<file path="config.mk">
export PLATFORM = sky130hd
export DESIGN_NAME = diff_drive_rotate_drive_controller_core
export DESIGN_NICKNAME = d
export VERILOG_FILES = /design/src/hw/rtl/ddrc_pkg.sv /design/src/hw/rtl/ddrc_balance.sv /design/src/hw/rtl/ddrc_nav.sv /design/src/hw/rtl/diff_drive_rotate_drive_controller_core.sv
export SDC_FILE = /design/constraint.sdc
export NUM_CORES = 2
export LEC_CHECK = 0
export BUFFER_PORTS_ARGS = -buffer_cell sky130_fd_sc_hd__buf_4
export CORE_MARGIN = 2
export CORE_UTILIZATION = 50
export CTS_CLUSTER_DIAMETER = 100
export DETAILED_ROUTE_END_ITERATION = 8
export PLACE_DENSITY = 0.67
export SLEW_MARGIN = 20
export SYNTH_ARGS = -nofsm -noshare
export SYNTH_HDL_FRONTEND = slang
export SYNTH_SLANG_ARGS = --single-unit
</file>
<file path="constraint.sdc">
create_clock -name clock -period 19 [get_ports clock]
set_input_delay 0.95 -clock clock [delete_from_list [all_inputs] [get_ports clock]]
set_output_delay 0.95 -clock clock [all_outputs]
set_load 0.02 [all_outputs]
</file>
<file path="src/hw/rtl/ddrc_pkg.sv">
// ddrc_pkg: shared types, codes and constants of the differential drive controller
// used by ddrc_nav, ddrc_balance and diff_drive_rotate_drive_controller_core
// no dependencies
package ddrc_pkg;

   // drive directions; NONE marks a baseline that matches no direction
   typedef enum logic [2:0] {
      DIR_FORWARD  = 3'd0,
      DIR_BACKWARD = 3'd1,
      DIR_RIGHT    = 3'd2,
      DIR_LEFT     = 3'd3,
      DIR_STOP     = 3'd4,
      DIR_NONE     = 3'd7
   } dir_type;

   // wheel brake codes
   typedef enum logic [1:0] {
      BRAKE_NONE  = 2'd0,
      BRAKE_RIGHT = 2'd1,
      BRAKE_LEFT  = 2'd2
   } brake_type;

   // arrival message kinds
   typedef enum logic [1:0] {
      MSG_NONE  = 2'd0,
      MSG_LINK  = 2'd1,
      MSG_SHORT = 2'd2
   } msg_type;

   // step commands
   localparam logic CMD_ROTATE = 1'b0;
   localparam logic CMD_DRIVE  = 1'b1;

   // csr register indexes
   localparam logic [1:0] CSR_TICK_TOLERANCE = 2'd0;
   localparam logic [1:0] CSR_DEAD_ZONE      = 2'd1;
   localparam logic [1:0] CSR_MESSAGE_MODE   = 2'd2;

   // csr reset values
   localparam logic [14:0] TICK_TOLERANCE_RESET = 15'd1;
   localparam logic [11:0] DEAD_ZONE_RESET      = 12'd143;
   localparam logic        MESSAGE_MODE_RESET   = 1'b0;

   // navigation status codes
   localparam logic [7:0] STATUS_DONE      = 8'd1;
   localparam logic [7:0] STATUS_TURN_WAIT = 8'd3;
   localparam logic [7:0] STATUS_TURN_DONE = 8'd4;

   // fixed point: heading units of two degrees to Q4.12 radians (Q22 scale)
   localparam int unsigned RAD_PER_UNIT_Q22 = 146409;
   localparam int unsigned RAD_ROUND        = 512;
   localparam int unsigned RAD_SHIFT        = 10;
   localparam int          PI_Q12           = 12868;

   // default encoder counter width
   localparam int unsigned TICK_BITS_DEFAULT = 16;

   // request from the navigation logic to the wheel balance logic
   typedef struct packed {
      logic       en;
      dir_type    dir;
      logic [7:0] status;
   } bal_req_type;

endpackage

</file>
<file path="src/hw/rtl/ddrc_balance.sv">
// ddrc_balance: wheel balance logic with tick baselines and brake decision
// depends on ddrc_pkg
module ddrc_balance #(
   parameter int unsigned TICK_BITS = ddrc_pkg::TICK_BITS_DEFAULT
) (
   input  logic                  clock,
   input  logic                  reset,
   input  logic                  fire,
   input  ddrc_pkg::bal_req_type bal_req,
   input  logic [15:0]           left_ticks,
   input  logic [15:0]           right_ticks,
   input  logic [14:0]           tick_tolerance,
   output ddrc_pkg::brake_type   brake_command
);

   // compare width: holds a negated tick lead plus the tolerance without wrap
   localparam int unsigned CW = ((TICK_BITS > 16) ? TICK_BITS : 16) + 2;

   ddrc_pkg::dir_type      last_dir_ff, last_dir_in;
   logic [7:0]             last_status_ff, last_status_in;
   logic [TICK_BITS-1:0]   base_left_ff, base_left_in;
   logic [TICK_BITS-1:0]   base_right_ff, base_right_in;

   logic [TICK_BITS-1:0]   lt, rt;
   logic [TICK_BITS-1:0]   dl, dr;
   logic                   changed;
   logic signed [CW-1:0]   tl, tr, tol, x, y;

   // ticks modulo the counter width
   assign lt = TICK_BITS'(left_ticks);
   assign rt = TICK_BITS'(right_ticks);

   // a new direction or status restarts the baseline at the current ticks
   assign changed = (bal_req.dir != last_dir_ff) || (bal_req.status != last_status_ff);

   // signed tick counts since the baseline
   always_comb begin
      dl  = changed ? '0 : (lt - base_left_ff);
      dr  = changed ? '0 : (rt - base_right_ff);
      tl  = CW'($signed(dl));
      tr  = CW'($signed(dr));
      tol = $signed(CW'(tick_tolerance));
   end

   // lead of one wheel over the other, oriented by direction
   always_comb begin
      x = '0;
      y = '0;
      unique case (bal_req.dir)
         ddrc_pkg::DIR_FORWARD: begin
            x = tr;
            y = tl;
         end
         ddrc_pkg::DIR_BACKWARD: begin
            x = tl;
            y = tr;
         end
         ddrc_pkg::DIR_RIGHT: begin
            x = -tr;
            y = tl;
         end
         ddrc_pkg::DIR_LEFT: begin
            x = tr;
            y = -tl;
         end
         default: begin
            x = '0;
            y = '0;
         end
      endcase
   end

   // brake the wheel that is ahead by more than the tolerance
   always_comb begin
      brake_command = ddrc_pkg::BRAKE_NONE;
      if (bal_req.en) begin
         priority if (x > y + tol) brake_command = ddrc_pkg::BRAKE_RIGHT;
         else if (y > x + tol)     brake_command = ddrc_pkg::BRAKE_LEFT;
         else                      brake_command = ddrc_pkg::BRAKE_NONE;
      end
   end

   // baseline update on a committed step that uses the balance logic
   always_comb begin
      last_dir_in    = last_dir_ff;
      last_status_in = last_status_ff;
      base_left_in   = base_left_ff;
      base_right_in  = base_right_ff;
      if (fire && bal_req.en && changed) begin
         last_dir_in    = bal_req.dir;
         last_status_in = bal_req.status;
         base_left_in   = lt;
         base_right_in  = rt;
      end
   end

   always_ff @(posedge clock) begin
      if (reset) begin
         last_dir_ff    <= ddrc_pkg::DIR_NONE;
         last_status_ff <= '0;
         base_left_ff   <= '0;
         base_right_ff  <= '0;
      end else begin
         last_dir_ff    <= last_dir_in;
         last_status_ff <= last_status_in;
         base_left_ff   <= base_left_in;
         base_right_ff  <= base_right_in;
      end
   end

endmodule

</file>
<file path="src/hw/rtl/ddrc_nav.sv">
// ddrc_nav: rotate and drive step decisions with the drive start point state
// depends on ddrc_pkg
module ddrc_nav (
   input  logic                  clock,
   input  logic                  reset,
   input  logic                  fire,
   input  logic                  cmd,
   input  logic [7:0]            target_heading,
   input  logic signed [7:0]     target_distance,
   input  logic signed [15:0]    robot_x,
   input  logic signed [15:0]    robot_y,
   input  logic signed [16:0]    robot_heading,
   input  logic [7:0]            mode_status,
   input  logic [11:0]           dead_zone,
   input  logic                  message_mode,
   output ddrc_pkg::dir_type     drive_command,
   output logic [7:0]            new_status,
   output logic                  arrived,
   output ddrc_pkg::msg_type     message_kind,
   output ddrc_pkg::bal_req_type bal_req,
   output logic                  drive_active
);

   logic                phase_ff, phase_in;
   logic signed [15:0]  start_x_ff, start_x_in;
   logic signed [15:0]  start_y_ff, start_y_in;

   logic [25:0]         tgt_prod;
   logic signed [19:0]  tgt, hd, dz, diff;
   logic signed [16:0]  dx, dy;
   logic signed [33:0]  dx_sq, dy_sq;
   logic [34:0]         dist2;
   logic signed [15:0]  td_sq;
   logic [20:0]         tgt2;
   logic [20:0]         td_sq_u;

   // target heading in Q4.12 radians, rounded
   assign tgt_prod = 26'(target_heading) * 26'(ddrc_pkg::RAD_PER_UNIT_Q22)
                   + 26'(ddrc_pkg::RAD_ROUND);
   assign tgt  = $signed({4'b0, tgt_prod[25:ddrc_pkg::RAD_SHIFT]});
   assign hd   = 20'(robot_heading);
   assign dz   = $signed({8'b0, dead_zone});
   assign diff = tgt - hd;

   // squared travel since the start point and squared target in mm
   assign dx      = 17'(start_x_ff) - 17'(robot_x);
   assign dy      = 17'(start_y_ff) - 17'(robot_y);
   assign dx_sq   = dx * dx;
   assign dy_sq   = dy * dy;
   assign dist2   = 35'($unsigned(dx_sq)) + 35'($unsigned(dy_sq));
   assign td_sq   = target_distance * target_distance;
   assign td_sq_u = 21'($unsigned(td_sq));
   // times 100 as 64 + 32 + 4
   assign tgt2    = (td_sq_u << 6) + (td_sq_u << 5) + (td_sq_u << 2);

   // step decision
   always_comb begin
      drive_command = ddrc_pkg::DIR_STOP;
      new_status    = mode_status;
      arrived       = 1'b0;
      message_kind  = ddrc_pkg::MSG_NONE;
      phase_in      = phase_ff;
      start_x_in    = start_x_ff;
      start_y_in    = start_y_ff;
      if (cmd == ddrc_pkg::CMD_ROTATE) begin
         priority if (diff > 20'(ddrc_pkg::PI_Q12))  drive_command = ddrc_pkg::DIR_RIGHT;
         else if (diff < -20'(ddrc_pkg::PI_Q12))     drive_command = ddrc_pkg::DIR_LEFT;
         else if (tgt + dz < hd)                     drive_command = ddrc_pkg::DIR_RIGHT;
         else if (tgt - dz > hd)                     drive_command = ddrc_pkg::DIR_LEFT;
         else begin
            new_status = (mode_status == ddrc_pkg::STATUS_TURN_WAIT) ?
                         ddrc_pkg::STATUS_TURN_DONE : ddrc_pkg::STATUS_DONE;
         end
      end else if (!phase_ff) begin
         // idle: start a run unless the distance is zero
         if (target_distance != 8'sd0) begin
            start_x_in    = robot_x;
            start_y_in    = robot_y;
            phase_in      = 1'b1;
            drive_command = ddrc_pkg::DIR_FORWARD;
         end else begin
            new_status = ddrc_pkg::STATUS_DONE;
         end
      end else begin
         // running: stop once the travelled distance reaches the target
         if (35'(tgt2) <= dist2) begin
            new_status   = ddrc_pkg::STATUS_DONE;
            phase_in     = 1'b0;
            arrived      = 1'b1;
            message_kind = message_mode ? ddrc_pkg::MSG_SHORT : ddrc_pkg::MSG_LINK;
         end else begin
            drive_command = ddrc_pkg::DIR_FORWARD;
         end
      end
   end

   // every moving command goes through the wheel balance
   assign bal_req.en     = (drive_command != ddrc_pkg::DIR_STOP);
   assign bal_req.dir    = drive_command;
   assign bal_req.status = mode_status;
   assign drive_active   = phase_ff;

   always_ff @(posedge clock) begin
      if (reset) begin
         phase_ff   <= 1'b0;
         start_x_ff <= '0;
         start_y_ff <= '0;
      end else if (fire) begin
         phase_ff   <= phase_in;
         start_x_ff <= start_x_in;
         start_y_ff <= start_y_in;
      end
   end

endmodule

</file>
<file path="src/hw/rtl/diff_drive_rotate_drive_controller_core.sv">
// diff_drive_rotate_drive_controller_core: top level of the navigation controller
// instantiates ddrc_nav and ddrc_balance, uses ddrc_pkg
//
//   channel | dir | beat                         | handshake
//   req_    | in  | one control tick             | req_tvalid / req_tready
//   rsp_    | out | drive, brake and status      | rsp_tvalid / rsp_tready
//   csr_    | in  | register index and data      | csr_valid / csr_ready
//
// a beat is taken into the input register, then decided into the result register
// by the single decision stage that also updates the state; one beat per cycle
// sustained while the result is not stalled
// reset is synchronous; it clears valid flags, drive phase and tick baselines
// a stalled result holds its register; a new beat still enters the input
// register while the result waits, and further input stalls after that
// csr_ready is always high; writes land in the next cycle
module diff_drive_rotate_drive_controller_core #(
   parameter int unsigned TICK_BITS = ddrc_pkg::TICK_BITS_DEFAULT
) (
   input  logic         clock,
   input  logic         reset,
   // request channel
   input  logic         req_tvalid,
   output logic         req_tready,
   // target_heading[7:0], target_distance[15:8], robot_x[31:16], robot_y[47:32],
   // robot_heading[64:48], left_ticks[80:65], right_ticks[96:81],
   // mode_status[104:97], zero fill[111:105]
   input  logic [111:0] req_tdata,
   // cmd[0]
   input  logic [0:0]   req_tuser,
   // response channel
   output logic         rsp_tvalid,
   input  logic         rsp_tready,
   // drive_command[2:0], brake_command[4:3], new_status[12:5], arrived[13],
   // zero fill[15:14]
   output logic [15:0]  rsp_tdata,
   // message_kind[1:0]
   output logic [1:0]   rsp_tuser,
   // configuration write channel
   input  logic         csr_valid,
   output logic         csr_ready,
   input  logic [1:0]   csr_index,
   input  logic [14:0]  csr_data
);

   logic                  s1_valid_ff, s1_valid_in;
   logic [111:0]          s1_data_ff;
   logic                  s1_cmd_ff;
   logic                  rsp_valid_ff, rsp_valid_in;
   logic [15:0]           rsp_data_ff;
   logic [1:0]            rsp_user_ff;
   logic                  advance;
   logic                  req_fire;

   logic [14:0]           tick_tolerance_ff;
   logic [11:0]           dead_zone_ff;
   logic                  message_mode_ff;

   ddrc_pkg::dir_type     drive_command;
   ddrc_pkg::brake_type   brake_command;
   ddrc_pkg::msg_type     message_kind;
   ddrc_pkg::bal_req_type bal_req;
   logic [7:0]            new_status;
   logic                  arrived;
   logic                  drive_active;

   // handshake
   assign advance    = s1_valid_ff && (!rsp_valid_ff || rsp_tready);
   assign req_tready = !s1_valid_ff || advance;
   assign req_fire   = req_tvalid && req_tready;
   assign csr_ready  = 1'b1;

   // configuration registers
   always_ff @(posedge clock) begin
      if (reset) begin
         tick_tolerance_ff <= ddrc_pkg::TICK_TOLERANCE_RESET;
         dead_zone_ff      <= ddrc_pkg::DEAD_ZONE_RESET;
         message_mode_ff   <= ddrc_pkg::MESSAGE_MODE_RESET;
      end else if (csr_valid) begin
         unique case (csr_index)
            ddrc_pkg::CSR_TICK_TOLERANCE: tick_tolerance_ff <= csr_data;
            ddrc_pkg::CSR_DEAD_ZONE:      dead_zone_ff      <= csr_data[11:0];
            ddrc_pkg::CSR_MESSAGE_MODE:   message_mode_ff   <= csr_data[0];
            default: ;
         endcase
      end
   end

   // input register
   assign s1_valid_in = req_fire ? 1'b1 : (advance ? 1'b0 : s1_valid_ff);

   always_ff @(posedge clock) begin
      if (reset) begin
         s1_valid_ff <= 1'b0;
      end else begin
         s1_valid_ff <= s1_valid_in;
      end
   end

   always_ff @(posedge clock) begin
      if (req_fire) begin
         s1_data_ff <= req_tdata;
         s1_cmd_ff  <= req_tuser[0];
      end
   end

   // step decision
   ddrc_nav u_nav (
      .clock           (clock),
      .reset           (reset),
      .fire            (advance),
      .cmd             (s1_cmd_ff),
      .target_heading  (s1_data_ff[7:0]),
      .target_distance ($signed(s1_data_ff[15:8])),
      .robot_x         ($signed(s1_data_ff[31:16])),
      .robot_y         ($signed(s1_data_ff[47:32])),
      .robot_heading   ($signed(s1_data_ff[64:48])),
      .mode_status     (s1_data_ff[104:97]),
      .dead_zone       (dead_zone_ff),
      .message_mode    (message_mode_ff),
      .drive_command   (drive_command),
      .new_status      (new_status),
      .arrived         (arrived),
      .message_kind    (message_kind),
      .bal_req         (bal_req),
      .drive_active    (drive_active)
   );

   // wheel balance
   ddrc_balance #(
      .TICK_BITS (TICK_BITS)
   ) u_balance (
      .clock          (clock),
      .reset          (reset),
      .fire           (advance),
      .bal_req        (bal_req),
      .left_ticks     (s1_data_ff[80:65]),
      .right_ticks    (s1_data_ff[96:81]),
      .tick_tolerance (tick_tolerance_ff),
      .brake_command  (brake_command)
   );

   // result register
   assign rsp_valid_in = advance ? 1'b1 : (rsp_tready ? 1'b0 : rsp_valid_ff);

   always_ff @(posedge clock) begin
      if (reset) begin
         rsp_valid_ff <= 1'b0;
      end else begin
         rsp_valid_ff <= rsp_valid_in;
      end
   end

   always_ff @(posedge clock) begin
      if (advance) begin
         rsp_data_ff <= {2'b00, arrived, new_status, brake_command, drive_command};
         rsp_user_ff <= message_kind;
      end
   end

   assign rsp_tvalid = rsp_valid_ff;
   assign rsp_tdata  = rsp_data_ff;
   assign rsp_tuser  = rsp_user_ff;

`ifndef SYNTH
   // an arrival beat stops, releases the brakes and names a message kind
   a_arrival_stop: assert property (@(posedge clock) disable iff (reset)
      rsp_tvalid && rsp_tdata[13] |->
         rsp_tdata[2:0] == ddrc_pkg::DIR_STOP && rsp_tdata[4:3] == ddrc_pkg::BRAKE_NONE &&
         rsp_tuser != ddrc_pkg::MSG_NONE)
      else $error("arrival beat without stop or message kind");

   // brakes act only on a moving command
   a_brake_moving: assert property (@(posedge clock) disable iff (reset)
      rsp_tvalid && rsp_tdata[4:3] != ddrc_pkg::BRAKE_NONE |->
         rsp_tdata[2:0] != ddrc_pkg::DIR_STOP)
      else $error("brake on a stopped command");

   // a drive run starts only through a committed drive step
   a_phase_start: assert property (@(posedge clock) disable iff (reset)
      $rose(drive_active) |-> $past(advance) && $past(s1_cmd_ff) == ddrc_pkg::CMD_DRIVE)
      else $error("drive phase started without a drive step");

   // input stalls only while a beat is held behind a stalled result
   a_stall_cause: assert property (@(posedge clock) disable iff (reset)
      !req_tready |-> s1_valid_ff && rsp_tvalid && !rsp_tready)
      else $error("input stalled without a held result");
`endif

endmodule
</file>
==> impl_summary.txt <==
----------------------------------------------------
[Outcome]
  Run status ... finished clean

[Detailed routing]
  Violation count after the first detailed-route iteration ... 1801
  Wire per inst ... 16.33 um
  Total via count after detailed routing ... 32540
  First-pass DRT Iterations ... 6
  Drt drc ... 0
  Avg Vias per Cell ... 5.297
  Detailed Route WL ... 100300 um
  Number of antenna-violating nets in the routed design ... 0

[Global routing]
  Vias in the first global route ... 33540
  Wire length of the first global-routing pass ... 166800 um
  Peak-usage layer in the global routing report ... met2
  Pin count of the biggest net entering global routing ... 63
  Grt met2 use ... 0.4225
  Total routing resource utilization after global routing ... 0.2366
  Met1 track demand over resource ... 0.3043
  Initial antenna violation count ... 7
  Grt total ovfl ... 0
  Met3 Use GR ... 0.02690

[Placed design]
  Placed wire-length estimate ... 84810 um
  Buffers added on ports ... 145
  GPL Wtd Cong ... 0.9466

[Yosys]
  Share of synthesized cell area in and, or, nand and nor gates ... 0.1233
  Cell variety after synth ... 94
  Cell taking the most area after synthesis ... sky130_fd_sc_hd__fa_1
  Syn_area_per_cell ... 8.812 um^2
  Dominant combinational cell family by area after synthesis ... adder cells
  Most instantiated cells after synthesis ... sky130_fd_sc_hd__inv_1 (1065), sky130_fd_sc_hd__fa_1 (649), sky130_fd_sc_hd__ha_1 (504), sky130_fd_sc_hd__nand2_1 (454), sky130_fd_sc_hd__nor2_1 (364)
  Main flop type after synthesis ... sky130_fd_sc_hd__edfxtp_1
  Number of enable-type register cells in the synthesized netlist ... 122
  Post-synthesis instance area ... 42780 um^2
  Post-synthesis cell count ... 4855
  Area share of the leading cell type in the synthesized netlist ... 0.3037
  Xor and xnor fraction of the mapped netlist area ... 0.05875
  Share of the yosys chip area belonging to registers ... 0.1352
  Adder-cell share of the synthesized area ... 0.4525
  Warning count from the yosys run ... 0
  Share of synthesized flip-flops with an asynchronous set or reset ... 0
  Cell types occupying the most area after synthesis ... sky130_fd_sc_hd__fa_1 (30%), sky130_fd_sc_hd__ha_1 (15%), sky130_fd_sc_hd__inv_1 (9.3%)
  Synthesized-area fraction occupied by ao, oa, aoi and oai cells ... 0.1224
  Cell with the most instances after synthesis ... sky130_fd_sc_hd__inv_1
  Mux cell area share after synthesis ... 0.002574
  Post-synthesis register bit count ... 228

[CTS]
  Depth of the CTS H-tree ... 1
  TritonCTS clock tree ... yes
  Worst-path clk slew ... 0.07 ns
  Maximum clock insertion buffer count ... 3
  Clock net sink count ... 228
  Cell at the root of the clock tree ... sky130_fd_sc_hd__clkbuf_16
  Cts bufs inserted ... 24
  Hold buffer count at CTS ... 0
  Clock latency on the worst-skew pair ... 0.56 ns

[Setup path]
  Startpoint-to-endpoint class of the critical path ... flip-flop to flip-flop
  Setup crit start kind ... flip-flop
  Worst-path fanout max ... 26
  Worst-path cell with the longest stage delay ... sky130_fd_sc_hd__fa_1
  Type of destination of the critical path ... flip-flop
  Delay contributed by the slowest stage of the critical path ... 0.54 ns
  CP required ... 19.30 ns
  Most frequent CP cell ... sky130_fd_sc_hd__fa_1
  CP Data Arrival Time ... 18.26 ns

[STA]
  Final setup violating endpoints ... 0
  Number of pins exceeding their max-slew limit in the final report ... 0
  Final Critical Period ... 17.96 ns
  Final critical-path share of the clock period ... 0.9450
  Least-Margin Pin Slew ... 1.001 ns
  Slew margin rel. ... 0.3285
  Post-route setup TNS ... 0 ns
  Maximum clock frequency ... 55.69 MHz
  Worst Skew ... 0.02299 ns
  Number of hold-slack violations in the final timing report ... 0

[Finish]
  Count of fill cells added during filler insertion ... 7893
  Nets@finish ... 6270
  Antenna Diode Count ... 0
  Area growth from synthesis to final layout ... 8.069%
  Fraction of layout instances using a drive strength above 1 ... 0.06440

[Flow run]
  Number of max-capacitance violations reported ... 0

[Floorplanning]
  Standard-cell row count ... 107
  I/O pin count ... 156
  Core box area ... 85010 um^2
  Die ar. ... 87920 um^2
  Chip height ... 296.5 um
  Effective utilization at floorplan ... 0.5032
  Horizontal extent of the die ... 296.5 um

[Worst hold path]
  Worst min-delay path class ... flip-flop to flip-flop

----------------------------------------------------
-- registers in the layout, summed over array words and instances (netlist names) --
register / flops
s1_cmd_ff: 1
u_nav.start_x_ff: 16
u_nav.start_y_ff: 16
rsp_tvalid: 1
rsp_tdata: 14
rsp_tuser: 2
dead_zone_ff: 12
u_balance.last_status_ff: 8
u_balance.base_left_ff: 16
s1_data_ff: 105
message_mode_ff: 1
tick_tolerance_ff: 15
u_nav.drive_active: 1
u_balance.base_right_ff: 16
s1_valid_ff: 1
u_balance.last_dir_ff: 3
-- what timing repair did --
action	in CTS	in global routing
resized for setup	0	19
buffers inserted	0	4
endpoints found under the setup margin	0	2
hold endpoints to repair	0	0
-- final timing paths --
kind                                            startpoint                         end  slack (ns)  cells past startpoint
worst max-delay path                        s1_data_ff[34]                rsp_tdata[4]        1.04                     87
worst min-delay path            u_balance.base_right_ff[6]  u_balance.base_right_ff[6]        0.45                      2
worst max register to register              s1_data_ff[34]                rsp_tdata[4]        1.04                     87
worst min register to register  u_balance.base_right_ff[6]  u_balance.base_right_ff[6]        0.45                      2
-- layout make-up --
cell class,instances,area (um^2),area share
inverter,1076,4043,0.08744
tap,1144,1431,0.03096
timing repair buffer,214,1610,0.03483
multi-input combinational,3438,32600,0.7051
sequential,228,5786,0.1251
clock inverter,11,81.33,0.001759
clock buffer,33,685.7,0.01483
-- cell usage in the layout (no fill, tap or decap), drive strengths merged, types with 23 or more instances in the layout --
| cell type | n |
|---|---|
| and2 | 35 |
| and3 | 24 |
| fa | 649 |
| edfxtp | 122 |
| nand2 | 455 |
| nand2b | 29 |
| a211oi | 27 |
| o21ai | 122 |
| o21bai | 65 |
| ha | 504 |
| nor2b | 38 |
| nand3 | 57 |
| a21oi | 295 |
| nor2 | 365 |
| nor3 | 55 |
| inv | 1068 |
| xor2 | 79 |
| clkbuf | 33 |
| nand4 | 23 |
| buf | 214 |
| dfxtp | 106 |
| xnor2 | 208 |
| a21o | 82 |
-- through the flow --
stage / area [um^2] / utilization / std cells / hold slack [ns] / worst slack [ns]
floorplan: 42790 / - / 4856 / 0.4363 / 1.554
global placement: 45370 / 0.5337 / 6096 / 0.4421 / 0.6796
detailed placement: 45370 / 0.5337 / 6096 / 0.4471 / 0.5723
CTS: 46140 / 0.5427 / 6140 / 0.4571 / 0.5297
global route: 46230 / 0.5439 / 6144 / 0.4712 / -0.04447
finish: 46230 / 0.5439 / 6144 / 0.4537 / 1.044
-- critical path, delay by kind of cell (launching register included) --
family                   cells  cell delay [ns]
AO/OA/AOI/OAI               36             6.85
flip-flops                   1             0.35
adder cells (fa/ha/maj)     12             5.04
XOR/XNOR                     2             0.28
buffers and inverters       10             1.17
AND/OR/NAND/NOR             27             3.97
-- layer usage --
layer  part of all wire  wire, um  vias up
met1               0.43     42840    15950
li1                   -         -    15750
met5             0.0010       101        -
met4              0.026      2645       14
met3              0.048      4860      136
met2               0.50     49890      696
-- kinds of logic after synthesis --
kind of cell	Yosys count
simple gates	1175
mux	11
compound gates	803
fa+ha+maj	1159
xor+xnor	287
other cells	2
buf+inv	1190
flops	228
Power is not shown: default switching activity piles up to over one toggle a cycle in this logic, so the estimate is an artifact.
